--- src/sv/motion_record_playback_top_assert.svh ---
// Assertion macros for the motion record/playback block.
// The macros expect signals named clk and rst_n in the using module.
`ifndef MOTION_RECORD_PLAYBACK_TOP_ASSERT_SVH
`define MOTION_RECORD_PLAYBACK_TOP_ASSERT_SVH

`ifndef SYNTHESIS

`define MRP_ASSERT(label, cond, msg) \
    label: assert property (@(posedge clk) disable iff (!rst_n) (cond)) else $error(msg);

`define MRP_ASSERT_IMP(label, ante, cons, msg) \
    label: assert property (@(posedge clk) disable iff (!rst_n) (ante) |-> (cons)) \
        else $error(msg);

`define MRP_ASSERT_NEXT(label, ante, cons, msg) \
    label: assert property (@(posedge clk) disable iff (!rst_n) (ante) |=> (cons)) \
        else $error(msg);

`else

`define MRP_ASSERT(label, cond, msg)
`define MRP_ASSERT_IMP(label, ante, cons, msg)
`define MRP_ASSERT_NEXT(label, ante, cons, msg)

`endif

`endif

--- src/sv/mrp_pkg.sv ---
`timescale 1ns / 1ps

package mrp_pkg;

    localparam int MAX_AXES    = 4;
    localparam int FRAMES      = 1024;
    localparam int DELTA_WIDTH = 16;
    localparam int POS_WIDTH   = 32;

    localparam int FIELD_W  = 32;                        // port width of pos/desired
    localparam int FRAME_W  = MAX_AXES * DELTA_WIDTH;
    localparam int FRAME_AW = (FRAMES > 1) ? $clog2(FRAMES) : 1;
    localparam int CNT_W    = $clog2(FRAMES + 1);
    localparam int AXIS_W   = 3;
    localparam int CAP_W    = 11;
    localparam int USER_W   = 6;

    typedef enum logic [1:0] {
        ACT_TICK   = 2'd0,
        ACT_RECORD = 2'd1,
        ACT_PLAY   = 2'd2,
        ACT_STOP   = 2'd3
    } action_t;

    typedef enum logic [2:0] {
        MODE_STANDBY = 3'd0,
        MODE_TREC    = 3'd1,
        MODE_REC     = 3'd2,
        MODE_TPLAY   = 3'd3,
        MODE_PLAY    = 3'd4
    } mode_t;

    typedef enum logic {
        REG_AXIS_COUNT = 1'b0,
        REG_CAPACITY   = 1'b1
    } reg_index_t;

    // per-beat command to the axis lanes
    typedef struct packed {
        logic latch;    // integrator takes the measured position
        logic accum;    // integrator adds the stored delta
        logic valid;    // targets are produced
        logic store;    // frame is written
    } lane_ctl_t;

    // flags of the result beat, listed from the high tuser bit down to bit 0
    typedef struct packed {
        logic pos_update;
        logic recording;
        logic playing;
        logic active;
        logic servo_on;
        logic desired_valid;
    } status_t;

endpackage

--- src/sv/mrp_lane.sv ---
`timescale 1ns / 1ps

module mrp_lane (
    input  logic                           clk,
    input  logic                           rst_n,
    input  mrp_pkg::lane_ctl_t             ctl,
    input  logic                           lane_on,
    input  logic [mrp_pkg::FIELD_W-1:0]    pos,
    input  logic [mrp_pkg::DELTA_WIDTH-1:0] rdelta,
    output logic [mrp_pkg::DELTA_WIDTH-1:0] wdelta,
    output logic [mrp_pkg::FIELD_W-1:0]    desired
);

    import mrp_pkg::*;

    logic [POS_WIDTH-1:0] integ_reg;
    logic [POS_WIDTH-1:0] integ_next;
    logic [POS_WIDTH-1:0] pos_w;
    logic [POS_WIDTH-1:0] sum;
    logic [POS_WIDTH-1:0] diff;

    assign pos_w = pos[POS_WIDTH-1:0];
    assign sum   = integ_reg + POS_WIDTH'(signed'(rdelta));
    assign diff  = pos_w - integ_reg;

    // inactive lanes leave zero in the frame
    assign wdelta = lane_on ? diff[DELTA_WIDTH-1:0] : '0;

    always_comb
    begin
        integ_next = integ_reg;
        if (lane_on && ctl.latch)
        begin
            integ_next = pos_w;
        end
        else if (lane_on && ctl.accum)
        begin
            integ_next = sum;
        end
    end

    always_comb
    begin
        if (!(ctl.valid && lane_on))
        begin
            desired = '0;
        end
        else if (ctl.accum)
        begin
            desired = FIELD_W'(signed'(sum));
        end
        else
        begin
            desired = FIELD_W'(signed'(pos_w));
        end
    end

    always_ff @(posedge clk or negedge rst_n)
    begin
        if (!rst_n)
        begin
            integ_reg <= '0;
        end
        else
        begin
            integ_reg <= integ_next;
        end
    end

endmodule

--- config.mk ---
export PLATFORM = sky130hd
export DESIGN_NAME = mrp_lane
export DESIGN_NICKNAME = d
export VERILOG_FILES = /design/src/sv/motion_record_playback_top_assert.svh /design/src/sv/mrp_pkg.sv /design/src/sv/mrp_lane.sv
export SDC_FILE = /design/constraint.sdc
export NUM_CORES = 1
export LEC_CHECK = 0
export BUFFER_PORTS_ARGS = -buffer_cell sky130_fd_sc_hd__clkbuf_2
export CORE_MARGIN = 2
export CORE_UTILIZATION = 55
export DETAILED_ROUTE_END_ITERATION = 8
export PLACE_DENSITY_LB_ADDON = 0.12
export SYNTH_ARGS = -nofsm -noshare
export SYNTH_HDL_FRONTEND = slang
export SYNTH_SLANG_ARGS = --single-unit
export TNS_END_PERCENT = 1
--- constraint.sdc ---
create_clock -name clk -period 9.42 [get_ports clk]
set_input_delay 2.826 -clock clk [delete_from_list [all_inputs] [get_ports clk]]
set_output_delay 2.826 -clock clk [all_outputs]
set_load 0.005 [all_outputs]
==> run summary <==
status: complete, no violations
crit path kind: in -> out
per-cell routed wire length: 16.4 µm
Root Buffer Master: clkbuf_8
worst min-delay path class: reg -> reg
crit-path leading delay family: compound AO/OA/AOI/OAI gates
final net count: 765
Cell Pwr Density: 265 nW/µm²
NetSw: 0.654 mW
CTS tree: built
first-pass GRT wire length: 20400 µm
switching part of the total power: 0.490
Starting Density: 0.567
Post-synth top flop: dfrtp_1
area grow syn2layout: 15.0%
CTS Buf Count: 5
Synth Register Bits: 32
clock share of power: 0.091
Max VDD drop: 153 µV
Worst EP required: 6.59 ns
crit-path max FO: 5
Internal Power: 0.681 mW
top-level I/O count: 103
delay of the slowest critical-path stage: 0.43 ns
setup violators final: 0
yosys warns: 0
largest net degree at the start of global routing: 47
slowest stage cell on the critical path: fa_1
post-synthesis cell count: 575
die width: 93.2 µm
number of flops mapped to enable cells by yosys: 0
CTS clk-pin slew, worst paths: 0.07 ns
Mapped Nets: 678
post-synth top area share: 0.183
RSZ-0062 raised after global routing: false
DRC Markers: 0
half-perimeter wire length after placement: 9390 µm
Setup TNS: 0 ns
antenna-violating nets left: 0
routed vias/inst: 6.04
Hold Slack: 0.496 ns
crit path cell chain: clkbuf_2, ha_1, fa_1, a211oi_1, o21bai_1, a21o_1, a21oi_1, a21boi_1, o21ba_2, a21oi_1, mux2i_1, a31o_1, clkbuf_2
Seq pwr share: 0.169
Setup Fix Bufs, Post-CTS: 0
synth unique cells: 61
Seq/Total Area, Yosys: 0.183
Leakage: 2.61 nW
Max-Cap Viols: 0
initial antenna violation count: 0
crit share post-route: 0.906
CTS H-tree depth: 2
Vias: 4614
die area: 8690 µm²
die height: 93.2 µm
GRT Residual Overflow: 0
Pre-antenna DRT Iters: 5
Core ar.: 7730 µm²
worst skew pair latency: 0.29 ns
min cycle time layout: 8.53 ns
Gate power share: 0.740
Total Routing Usage GR: 0.293
Synth area leader: dfrtp_1
Pins Over Slew Limit: 0
Critical Path Sink Type: primary output
share of layout cells above drive strength 1: 0.180
CP arrival: 5.71 ns
Total Power: 1.34 mW
Clock Path Buffers: 2
mapped cell area: 4380 µm²
post-cts sizing count: 0
Core Rows: 32
clk sink count: 32
worst-margin pin slew: 1.03 ns
Post-CTS Hold Buffers: 0
max reg flops: 32
Detailed Route WL: 12500 µm
DR iter-0 viols: 209
number of global-route vias before repair: 4248
Fmax: 117 MHz
Synth area leaders: dfrtp_1 18%, ha_1 13%, mux2i_1 8.2%, nor2_1 5.3%, a21oi_1 5.1%
Routability Congestion: 0.916
I/O Buffers: 101
diode count: 0
Synth Area per Inst: 7.62 µm²
relative slew slack: 0.313
Final Hold Fails: 0
CP Launch Type: input pin
Max Clock Skew: 0.0101 ns
CP bufs+invs: 2
fraction of registers with async set/reset: 1.00
## power by group through the flow
stage                     clock (mW)  combinational [mW]  sequential [mW]
after floorplan                    0               0.751            0.216
after global placement             0               0.952            0.225
after detailed placement           0               0.971            0.228
after CTS                      0.126               0.978            0.225
after global routing           0.132                1.10            0.233
final                          0.122               0.988            0.226
## through the flow
step | std cells | utilization | cell area (µm²) | setup WS [ns]
final | 764 | 0.652 | 5040 | 0.888
after global routing | 764 | 0.652 | 5040 | 0.724
after CTS | 764 | 0.652 | 5040 | 0.943
after detailed placement | 757 | 0.639 | 4940 | 0.973
after global placement | 757 | 0.639 | 4940 | 0.989
after floorplan | 575 | - | 4380 | 1.53
## metal layers
layer | share of wire | global-route usage | up-vias | wire length (µm)
met5 | 0 | 0 | - | 0
met4 | 0.018 | 0.0821 | 0 | 227
met3 | 0.062 | 0.0419 | 20 | 775
met2 | 0.46 | 0.477 | 163 | 5800
met1 | 0.46 | 0.404 | 2157 | 5720
li1 | - | - | 2274 | -
## synth_stat cells, types with 17 or more instances
cell type,instances
nor2_1,62
nand2_1,53
o21ai_1,35
a21o_1,28
xnor2_1,24
mux2i_1,36
ha_1,46
xor2_1,18
a21oi_1,45
dfrtp_1,32
nand3_1,17
inv_1,29
clkbuf_1,20
## worst paths after layout
check	startpoint	end	slack, ns	cells after the start
max	rdelta[0]	desired[30]	0.89	13
min	integ_reg[19]	integ_reg[19]	0.50	2
max reg2reg	integ_reg[0]	integ_reg[26]	6.34	11
min reg2reg	integ_reg[19]	integ_reg[19]	0.50	2
max in group asynchronous	rst_n	integ_reg[18]	6.16	1
min in group asynchronous	rst_n	integ_reg[27]	2.67	1
## tightest hold or removal path: stages (launching register included)
cell     delay, ns
dfrtp_1       0.35
nand2_1       0.05
o21ai_1       0.06
## layout by cell type (no fill, tap or decap), types with 6 or more instances in the layout
master	synthesis	layout
nand2_1	53	53
xnor2_1	24	24
o21ai_1	35	34
a21o_1	28	28
clkbuf_8	0	7
nand4_1	8	8
ha_1	46	46
clkbuf_2	0	101
mux2i_1	36	36
a21oi_1	45	45
nand3_1	17	17
dfrtp_1	32	32
xor2_1	18	18
o21ai_0	11	11
inv_1	29	29
nor2_1	62	62
a211oi_1	7	7
a31oi_1	6	6
a22oi_1	11	11
and2_1	7	7
nor3_1	8	8
o21bai_1	6	6
## logic make-up (layout without fill, tap and decap cells)
family / after synthesis / count (layout) / share of synthesized area
AOI/OAI and AO/OA: 183 / 183 / 0.273
and+or+nand+nor: 181 / 181 / 0.190
buffers and inverters: 53 / 140 / 0.0474
adders and majority gates: 48 / 48 / 0.141
xor gates and xnor gates: 42 / 42 / 0.0840
muxes: 36 / 36 / 0.0823
DFF: 32 / 32 / 0.183
## cell type report
class	count	area (µm²)
tap	102	128
multi-input combinational	490	3370
clock buffer	7	96.3
fill	728	2690
sequential	32	801
timing repair buffer	104	528
inverter	29	109
(Power assumes the default switching activity.)
