File: src/sv/motion_record_playback_top_assert.svh
// Assertion macros for the motion record/playback block.
// The macros expect signals named clk and rst_n in the using module.
`ifndef MOTION_RECORD_PLAYBACK_TOP_ASSERT_SVH
`define MOTION_RECORD_PLAYBACK_TOP_ASSERT_SVH

`ifndef SYNTHESIS

`define MRP_ASSERT(label, cond, msg) \
    label: assert property (@(posedge clk) disable iff (!rst_n) (cond)) else $error(msg);

`define MRP_ASSERT_IMP(label, ante, cons, msg) \
    label: assert property (@(posedge clk) disable iff (!rst_n) (ante) |-> (cons)) \
        else $error(msg);

`define MRP_ASSERT_NEXT(label, ante, cons, msg) \
    label: assert property (@(posedge clk) disable iff (!rst_n) (ante) |=> (cons)) \
        else $error(msg);

`else

`define MRP_ASSERT(label, cond, msg)
`define MRP_ASSERT_IMP(label, ante, cons, msg)
`define MRP_ASSERT_NEXT(label, ante, cons, msg)

`endif

`endif

File: src/sv/mrp_pkg.sv
`timescale 1ns / 1ps

package mrp_pkg;

    localparam int MAX_AXES    = 4;
    localparam int FRAMES      = 1024;
    localparam int DELTA_WIDTH = 16;
    localparam int POS_WIDTH   = 32;

    localparam int FIELD_W  = 32;                        // port width of pos/desired
    localparam int FRAME_W  = MAX_AXES * DELTA_WIDTH;
    localparam int FRAME_AW = (FRAMES > 1) ? $clog2(FRAMES) : 1;
    localparam int CNT_W    = $clog2(FRAMES + 1);
    localparam int AXIS_W   = 3;
    localparam int CAP_W    = 11;
    localparam int USER_W   = 6;

    typedef enum logic [1:0] {
        ACT_TICK   = 2'd0,
        ACT_RECORD = 2'd1,
        ACT_PLAY   = 2'd2,
        ACT_STOP   = 2'd3
    } action_t;

    typedef enum logic [2:0] {
        MODE_STANDBY = 3'd0,
        MODE_TREC    = 3'd1,
        MODE_REC     = 3'd2,
        MODE_TPLAY   = 3'd3,
        MODE_PLAY    = 3'd4
    } mode_t;

    typedef enum logic {
        REG_AXIS_COUNT = 1'b0,
        REG_CAPACITY   = 1'b1
    } reg_index_t;

    // per-beat command to the axis lanes
    typedef struct packed {
        logic latch;    // integrator takes the measured position
        logic accum;    // integrator adds the stored delta
        logic valid;    // targets are produced
        logic store;    // frame is written
    } lane_ctl_t;

    // flags of the result beat, listed from the high tuser bit down to bit 0
    typedef struct packed {
        logic pos_update;
        logic recording;
        logic playing;
        logic active;
        logic servo_on;
        logic desired_valid;
    } status_t;

endpackage

File: src/sv/mrp_ctrl.sv
`timescale 1ns / 1ps

module mrp_ctrl (
    input  logic                         clk,
    input  logic                         rst_n,
    input  logic                         accept,
    input  mrp_pkg::action_t             action,
    input  logic [mrp_pkg::CNT_W-1:0]    cap,
    output mrp_pkg::lane_ctl_t           ctl,
    output logic [mrp_pkg::FRAME_AW-1:0] wr_addr,
    output logic [mrp_pkg::FRAME_AW-1:0] rd_addr,
    output mrp_pkg::status_t             status
);

    import mrp_pkg::*;

    `include "motion_record_playback_top_assert.svh"

    mode_t            mode_reg;
    mode_t            mode_next;
    logic [CNT_W-1:0] write_frame_reg;
    logic [CNT_W-1:0] write_frame_next;
    logic [CNT_W-1:0] read_frame_reg;
    logic [CNT_W-1:0] read_frame_next;
    logic             servo_reg;
    logic             servo_next;
    logic             rec_full;
    logic             play_end;

    // cap never exceeds FRAMES, so it also bounds the memory
    assign rec_full = (write_frame_reg >= cap);
    assign play_end = (read_frame_reg >= cap) || (read_frame_reg >= write_frame_reg);

    always_comb
    begin
        mode_next        = mode_reg;
        write_frame_next = write_frame_reg;
        read_frame_next  = read_frame_reg;
        servo_next       = servo_reg;
        if (accept)
        begin
            case (action)
                ACT_RECORD:
                begin
                    write_frame_next = '0;
                    mode_next        = MODE_TREC;
                end
                ACT_PLAY:
                begin
                    read_frame_next = '0;
                    mode_next       = MODE_TPLAY;
                end
                ACT_STOP:
                begin
                    servo_next = 1'b0;
                    mode_next  = MODE_STANDBY;
                end
                default:
                begin
                    case (mode_reg)
                        MODE_TPLAY:
                        begin
                            servo_next = 1'b1;
                            mode_next  = MODE_PLAY;
                        end
                        MODE_PLAY:
                        begin
                            if (play_end)
                            begin
                                servo_next = 1'b0;
                                mode_next  = MODE_STANDBY;
                            end
                            else
                            begin
                                read_frame_next = read_frame_reg + CNT_W'(1);
                            end
                        end
                        MODE_TREC:
                        begin
                            servo_next = 1'b0;
                            mode_next  = MODE_REC;
                        end
                        MODE_REC:
                        begin
                            if (rec_full)
                            begin
                                mode_next = MODE_STANDBY;
                            end
                            else
                            begin
                                write_frame_next = write_frame_reg + CNT_W'(1);
                            end
                        end
                        default:
                        begin
                        end
                    endcase
                end
            endcase
        end
    end

    always_comb
    begin
        ctl = '0;
        if (accept && action == ACT_TICK)
        begin
            case (mode_reg)
                MODE_TPLAY:
                begin
                    ctl.latch = 1'b1;
                    ctl.valid = 1'b1;
                end
                MODE_PLAY:
                begin
                    ctl.accum = !play_end;
                    ctl.valid = !play_end;
                end
                MODE_TREC:
                begin
                    ctl.latch = 1'b1;
                end
                MODE_REC:
                begin
                    ctl.latch = !rec_full;
                    ctl.store = !rec_full;
                end
                default:
                begin
                end
            endcase
        end
        status.desired_valid = ctl.valid;
        status.servo_on      = servo_next;
        status.active        = (mode_next != MODE_STANDBY);
        status.playing       = (mode_next == MODE_TPLAY) || (mode_next == MODE_PLAY);
        status.recording     = (mode_next == MODE_TREC) || (mode_next == MODE_REC);
        status.pos_update    = (mode_next != MODE_PLAY);
    end

    // read ahead: the frame for the next beat is fetched as this one lands
    assign wr_addr = write_frame_reg[FRAME_AW-1:0];
    assign rd_addr = read_frame_next[FRAME_AW-1:0];

    always_ff @(posedge clk or negedge rst_n)
    begin
        if (!rst_n)
        begin
            mode_reg        <= MODE_STANDBY;
            write_frame_reg <= '0;
            read_frame_reg  <= '0;
            servo_reg       <= 1'b0;
        end
        else
        begin
            mode_reg        <= mode_next;
            write_frame_reg <= write_frame_next;
            read_frame_reg  <= read_frame_next;
            servo_reg       <= servo_next;
        end
    end

    `MRP_ASSERT(a_wr_bound, write_frame_reg <= CNT_W'(FRAMES), "write frame beyond memory")
    `MRP_ASSERT(a_rd_bound, read_frame_reg <= CNT_W'(FRAMES), "read frame beyond memory")
    `MRP_ASSERT_IMP(a_store_in_rec, ctl.store, mode_reg == MODE_REC && !rec_full,
                    "store outside record")

endmodule

File: config.mk
export PLATFORM = sky130hd
export DESIGN_NAME = mrp_ctrl
export DESIGN_NICKNAME = d
export VERILOG_FILES = /design/src/sv/mrp_pkg.sv /design/src/sv/mrp_ctrl.sv
export VERILOG_INCLUDE_DIRS = /design/src /design/src/sv
export SDC_FILE = /design/constraint.sdc
export NUM_CORES = 1
export LEC_CHECK = 0
export ABC_CLOCK_PERIOD_IN_PS = 4300
export BUFFER_PORTS_ARGS = -buffer_cell sky130_fd_sc_hd__buf_2
export CELL_PAD_IN_SITES_DETAIL_PLACEMENT = 0
export CELL_PAD_IN_SITES_GLOBAL_PLACEMENT = 1
export CORE_ASPECT_RATIO = 2
export CORE_MARGIN = 2
export CORE_UTILIZATION = 45
export DETAILED_ROUTE_END_ITERATION = 8
export GPL_TIMING_DRIVEN = 0
export PLACE_DENSITY = 0.87
export SKIP_LAST_GASP = 1
export SLEW_MARGIN = 25
export SYNTH_ARGS = -nofsm -noshare
export SYNTH_HDL_FRONTEND = slang
export SYNTH_SLANG_ARGS = --single-unit
File: constraint.sdc
create_clock -name clk -period 4.3 [get_ports clk]
set_input_delay 0.43 -clock clk [delete_from_list [all_inputs] [get_ports clk]]
set_output_delay 0.43 -clock clk [all_outputs]
set_load 0.05 [all_outputs]
==> flow_summary_export.csv, run 1 <==
group,metric,value,unit
logic_synthesis,synthesis.yosys.warnings,0,
logic_synthesis,synth_cell_type_count,55,
logic_synthesis,most_instantiated_library_cell_after_synthesis,"sky130_fd_sc_hd__ha_1",
global_route,globalRouteTotalUtil,22.1,%
floorplan,die-width,57.2,um
sta,grt_setup_unrepaired,"false",
run_status,outcome,"completed",
setup_path,crit-reg2reg-launch,"read_frame_reg[2]$_DFF_PN0_",
route,vias_per_cell,5.79,
finish,nets,410,
setup_path,criticalPathCategory,"register to output pin",
floorplan,design.portCount,46,
clock_network,numClockSinks,26,
logic_synthesis,synthCells,305,
setup_path,end_kind,"output pin",
place,dp_slack,0.831,ns
place,place.gp.congestion,0.966,
clock_network,cts_htree_levels,1,
clock_network,cts_made_buffers,3,
power,power.total,1.08,mW
clock_network,cts-resized-gates,0,
logic_synthesis,post_synthesis_instance_area,2550,um2
place,place.detailed.hpwl,5.31,mm
logic_synthesis,synth.cells.most_frequent,"sky130_fd_sc_hd__ha_1 (40), sky130_fd_sc_hd__inv_1 (31), sky130_fd_sc_hd__nand2_1 (31), sky130_fd_sc_hd__dfrtp_1 (26), sky130_fd_sc_hd__nor2_1 (21)",
route,postRouteAntennaNets,0,
finish,area_growth,14.4,%
clock_network,clockBufferDepth,2,
global_route,vias_in_the_first_global_route,2340,
route,drtIter0Drc,66,
clock_network,post-cts-setup-buffers,0,
route,route.vias.total,2390,
clock_network,cts_hold_buffers,0,
sta,timing.final.hold_violations,0,
setup_path,crit_start,"read_frame_reg[0]$_DFF_PN0_",
route,detail_route.wirelength,6.67,mm
sta,holdWs,0.144,ns
global_route,antenna_found_initial,0,
sta,fmaxAchievable,267,MHz
power,power.density,372,nW/um2
global_route,grt_start_max_net_pins,27,
floorplan,core-area,5470,um2
route,drc_errors,0,
logic_synthesis,ys_seq_elements,26,
sta,finalWorstPathRequiredPeriod,3.75,ns
setup_path,data_required_time_at_the_worst_endpoint,3.87,ns
clock_network,worstSkewPairLatency,0.29,ns
sta,worst_case_headroom_to_the_max_slew_limit,38.7,%
power,ir_worst_vdd,0.347,mV
sta,clock-skew-final,0.00282,ns
global_route,gr-total-overflow,0,
floorplan,fp.dieH,110,um
sta,transition_time_at_the_pin_with_the_least_slew_margin,0.905,ns
logic_synthesis,syn_area_per_cell,8.35,um2
clock_network,cts_tree,"built",
route,routed_wire_length_per_instance,16.1,um
sta,final-max-slew-violation-count,0,
setup_path,cp.arrival,3.32,ns
logic_synthesis,ys_dominant_reg_cell,"sky130_fd_sc_hd__dfrtp_1",
clock_network,clk_pin_slew_worst_paths,0.10,ns
logic_synthesis,post_synth_main_area_contributors,"sky130_fd_sc_hd__dfrtp_1 (26%), sky130_fd_sc_hd__ha_1 (20%), sky130_fd_sc_hd__inv_1 (4.6%), sky130_fd_sc_hd__nand2_1 (4.6%), sky130_fd_sc_hd__buf_4 (3.5%)",
job,cap_viol_max_count,0,
logic_synthesis,fraction_of_post_synthesis_cell_area_in_the_top_cell_type_by_area,25.5,%
sta,report.final.setup_viol,0,
setup_path,startpoint_type,"register",
sta,post-route-period-util,87.1,%
finish,drive_gt1_share,21.8,%
power,power_leakage,1.50,nW
floorplan,placement_rows,38,
logic_synthesis,synth-async-reset-ratio,100,%
place,place.port_buffers,44,
floorplan,initial_core_utilization,46.6,%
sta,setup-tns-final,0,ns
clock_network,clock_tree.root_cell,"sky130_fd_sc_hd__clkbuf_8",
route,detail_route.first_pass.iterations,4,
logic_synthesis,synthDominantAreaCellType,"sky130_fd_sc_hd__dfrtp_1",
sta,fin_ws,0.553,ns
hold_path,hold_path.class,"input pin to asynchronous set/reset pin",
finish,antennaDiodeCount,0,
setup_path,worstPathMaxFanout,7,
logic_synthesis,synth_seq_area_share,25.5,%
logic_synthesis,synth_edf_count,0,
logic_synthesis,syn_nets,361,
floorplan,dieArea,6320,um2
global_route,grt_first_pass_wirelength,11.1,mm
==> layout by cell type (no fill, tap or decap), types with 7 or more instances in the layout <==
cell | netlist | final
sky130_fd_sc_hd__dfrtp_1 | 26 | 26
sky130_fd_sc_hd__a21oi_1 | 17 | 17
sky130_fd_sc_hd__nand2_1 | 31 | 31
sky130_fd_sc_hd__nand3_1 | 9 | 9
sky130_fd_sc_hd__or3_1 | 7 | 7
sky130_fd_sc_hd__nor2_1 | 21 | 21
sky130_fd_sc_hd__ha_1 | 40 | 40
sky130_fd_sc_hd__o21ai_0 | 15 | 15
sky130_fd_sc_hd__buf_2 | 2 | 46
sky130_fd_sc_hd__inv_1 | 31 | 31
sky130_fd_sc_hd__buf_4 | 12 | 12
==> critical path: stages, from the launching register on <==
cell and delay (ns):
sky130_fd_sc_hd__dfrtp_1 0.46, sky130_fd_sc_hd__inv_1 0.09, sky130_fd_sc_hd__ha_1 0.27, sky130_fd_sc_hd__nand2b_1 0.09, sky130_fd_sc_hd__a31oi_1 0.16, sky130_fd_sc_hd__or3_1 0.40, sky130_fd_sc_hd__a21oi_2 0.29, sky130_fd_sc_hd__nor2_1 0.23
sky130_fd_sc_hd__o41ai_2 0.43, sky130_fd_sc_hd__mux2_2 0.38, sky130_fd_sc_hd__buf_2 0.21
==> cell families after synthesis <==
group           after synthesis  share of synthesized area (%)
fa+ha+maj                    40                           19.6
buf+inv                      54                           10.4
xor+xnor                      7                           2.41
mux                           4                           1.72
simple gates                101                           20.3
compound gates               73                           19.9
flops                        26                           25.5
==> power breakdown <==
part	switching [mW]	total, mW	internal (mW)
clock network	0.0926	0.218	0.125
registers	0.0602	0.341	0.281
logic	0.344	0.526	0.182
total	0.497	1.08	0.587
==> layout make-up <==
type                            count  area, um2
Sequential cell                    26        651
Fill cell                         557       2550
Inverter                           31        116
Timing Repair Buffer               44        220
Multi-Input combinational cell    225       1630
Clock buffer                        3       41.3
Clock inverter                      1       30.0
Buffer                             23        149
Tap cell                           60       75.1
==> worst paths after layout <==
| kind | cells after the start | slack, ns | endpoint |
|---|---|---|---|
| max | 10 | 0.55 | status[3] |
| min | 1 | 0.14 | read_frame_reg[7]$_DFF_PN0_ |
| max reg2reg | 9 | 1.51 | read_frame_reg[5]$_DFF_PN0_ |
| min reg2reg | 2 | 0.58 | write_frame_reg[2]$_DFFE_PN0P_ |
| max in group asynchronous | 1 | 3.75 | read_frame_reg[0]$_DFF_PN0_ |
| min in group clk | 2 | 0.58 | write_frame_reg[2]$_DFFE_PN0P_ |
==> per-stage QoR <==
stage | cell area (um2) | instances | utilization, %
floorplan | 2550 | 305 | -
global placement | 2840 | 409 | 52.0
detailed placement | 2840 | 409 | 52.0
CTS | 2910 | 413 | 53.3
global route | 2910 | 413 | 53.3
finish | 2910 | 413 | 53.3
==> routing by layer <==
layer | global-route usage (%) | vias up | share of wire (%)
li1 | - | 1179 | -
met1 | 24.4 | 1138 | 38
met2 | 40.9 | 61 | 56
met3 | 1.64 | 12 | 3.3
met4 | 10.2 | 0 | 2.8
met5 | 0 | - | 0
Power figures use the tool's default switching activity.
==> run 2: changes to the inputs <==
CORE_ASPECT_RATIO = not set   (was 2)
==> run 2 against run 1 <==
- critical path depth unchanged
- hold slack improved by 0.022 ns
- sequential power decreased by 1%
- maximum frequency increased by 1.7%
==> flow_summary_export.csv, run 2 (same netlist as run 1, synthesis figures left out) <==
group,metric,value,unit
sta,fin_ws,0.617,ns
route,routed_wire_length_per_instance,14.7,um
setup_path,critical_path.n_buffers_inverters,2,
clock_network,clockBufferDepth,2,
power,ir_worst_vdd,0.312,mV
setup_path,timing.reg2reg.setup_slack,1.63,ns
power,power.density,365,nW/um2
sta,post-route-period-util,85.7,%
global_route,antenna_found_initial,0,
hold_path,hold_path.class,"input pin to asynchronous set/reset pin",
power,power.total,1.07,mW
sta,grt_setup_unrepaired,"false",
sta,clock-skew-final,0.0127,ns
floorplan,die-width,79.2,um
route,route.vias.total,2347,
job,cap_viol_max_count,0,
route,postRouteAntennaNets,0,
floorplan,placement_rows,27,
finish,commonest_non_fill_non_tap_cell_in_the_layout,"sky130_fd_sc_hd__buf_2",
floorplan,dieArea,6280,um2
setup_path,worstPathMaxFanout,7,
finish,antennaDiodeCount,0,
setup_path,critical-path-slowest-cell,"sky130_fd_sc_hd__dfrtp_1",
clock_network,cts_hold_buffers,0,
setup_path,r2r-end,"read_frame_reg[5]$_DFF_PN0_",
run_status,outcome,"completed",
setup_path,criticalPathCategory,"register to output pin",
setup_path,cp_top_family,"compound AO/OA/AOI/OAI gates",
global_route,grt_first_pass_wirelength,10.3,mm
finish,post_layout_nonfiller_instances,425,
place,dp_slack,0.954,ns
route,vias_per_cell,5.52,
clock_network,clock_tree.root_cell,"sky130_fd_sc_hd__clkbuf_8",
floorplan,core-area,5470,um2
clock_network,worstSkewPairLatency,0.28,ns
finish,area_growth,15.0,%
sta,worst_case_headroom_to_the_max_slew_limit,40.6,%
setup_path,crit_start,"read_frame_reg[0]$_DFF_PN0_",
finish,finalInstanceArea,2930,um2
route,detail_route.wirelength,6.25,mm
global_route,globalRouteTotalUtil,20.8,%
setup_path,slowest_delay,0.49,ns
setup_path,data_required_time_at_the_worst_endpoint,3.87,ns
floorplan,fp.dieH,79.2,um
sta,timing.final.hold_violations,0,
global_route,gr-total-overflow,0,
clock_network,clk_pin_slew_worst_paths,0.11,ns
sta,finalWorstPathRequiredPeriod,3.68,ns
setup_path,startpoint_type,"register",
finish,finish.utilization,53.5,%
clock_network,cts_htree_levels,1,
place,place.gp.congestion,0.863,
finish,nets,410,
clock_network,numClockSinks,26,
setup_path,cp.arrival,3.25,ns
power,power_leakage,1.50,nW
setup_path,timing.reg2reg.worst_path_depth,10,
setup_path,timing.critical_path.cells,"inv_1, ha_1, nand2b_1, a31oi_1, or3_1, a21oi_2, nor2_1, o41ai_2, mux2_2, buf_2",
route,detail_route.first_pass.iterations,4,
setup_path,end_kind,"output pin",
finish,mostFrequentLayoutCells,"sky130_fd_sc_hd__buf_2 (46), sky130_fd_sc_hd__ha_1 (40), sky130_fd_sc_hd__inv_1 (31), sky130_fd_sc_hd__nand2_1 (31), sky130_fd_sc_hd__dfrtp_1 (26)",
sta,setup-tns-final,0,ns
clock_network,cts-resized-gates,0,
place,dpl-instance-area,2860,um2
place,place_inst,421,
floorplan,initial_core_utilization,46.5,%
finish,fillerInstances,554,
sta,final-max-slew-violation-count,0,
clock_network,cts_made_buffers,3,
finish,drive_gt1_share,21.8,%
setup_path,crit-reg2reg-launch,"write_frame_reg[9]$_DFFE_PN0P_",
sta,report.final.setup_viol,0,
sta,holdWs,0.166,ns
sta,transition_time_at_the_pin_with_the_least_slew_margin,0.877,ns
route,drtIter0Drc,111,
global_route,grt_start_max_net_pins,27,
floorplan,design.portCount,46,
route,drc_errors,0,
clock_network,cts_tree,"built",
global_route,vias_in_the_first_global_route,2207,
place,place.detailed.hpwl,4.90,mm
clock_network,post-cts-setup-buffers,0,
place,place.port_buffers,44,
sta,fmaxAchievable,271,MHz
-- run 2: worst register-to-register path, delay by kind of cell, from the launching register on --
kind | cells | cell delay (ns)
buf+inv | 2 | 0.23
fa+ha+maj | 1 | 0.33
simple gates | 3 | 0.72
flops | 1 | 0.46
compound gates | 4 | 0.84
-- run 2: where the power goes --
| part | internal (mW) | switching (mW) |
|---|---|---|
| sequential | 0.281 | 0.0565 |
| clock | 0.125 | 0.0864 |
| combinational | 0.182 | 0.339 |
| total | 0.587 | 0.481 |
-- run 2: area by class of cell --
| cell class | instances | area [um2] | share of cell area (%) |
|---|---|---|---|
| Clock buffer | 3 | 41.3 | 1.41 |
| Tap cell | 72 | 90.1 | 3.08 |
| Buffer | 23 | 149 | 5.08 |
| Inverter | 31 | 116 | 3.97 |
| Sequential cell | 26 | 651 | 22.2 |
| Multi-Input combinational cell | 225 | 1630 | 55.7 |
| Timing Repair Buffer | 44 | 220 | 7.52 |
| Clock inverter | 1 | 30.0 | 1.03 |
-- run 2: metal layers --
metal / wire (um) / GRT usage, % / share of wire [%] / vias to the layer above
met2: 2900 / 34.7 / 46 / 57
met1: 3010 / 28.1 / 48 / 1105
met5: 0 / 0 / 0 / -
met4: 93 / 6.38 / 1.5 / 0
li1: - / - / - / 1177
met3: 245 / 2.61 / 3.9 / 8
-- run 2: worst max path at each step --
stage | endpoint | slack (ns) | cells past startpoint
6_report | status[3] | 0.62 | 10
5_1_grt | status[3] | 0.42 | 10
4_1_cts | status[3] | 0.62 | 10
3_5_place_dp | status[3] | 0.95 | 11
3_3_place_gp | status[3] | 0.95 | 10
2_1_floorplan | rd_addr[5] | 0.55 | 10
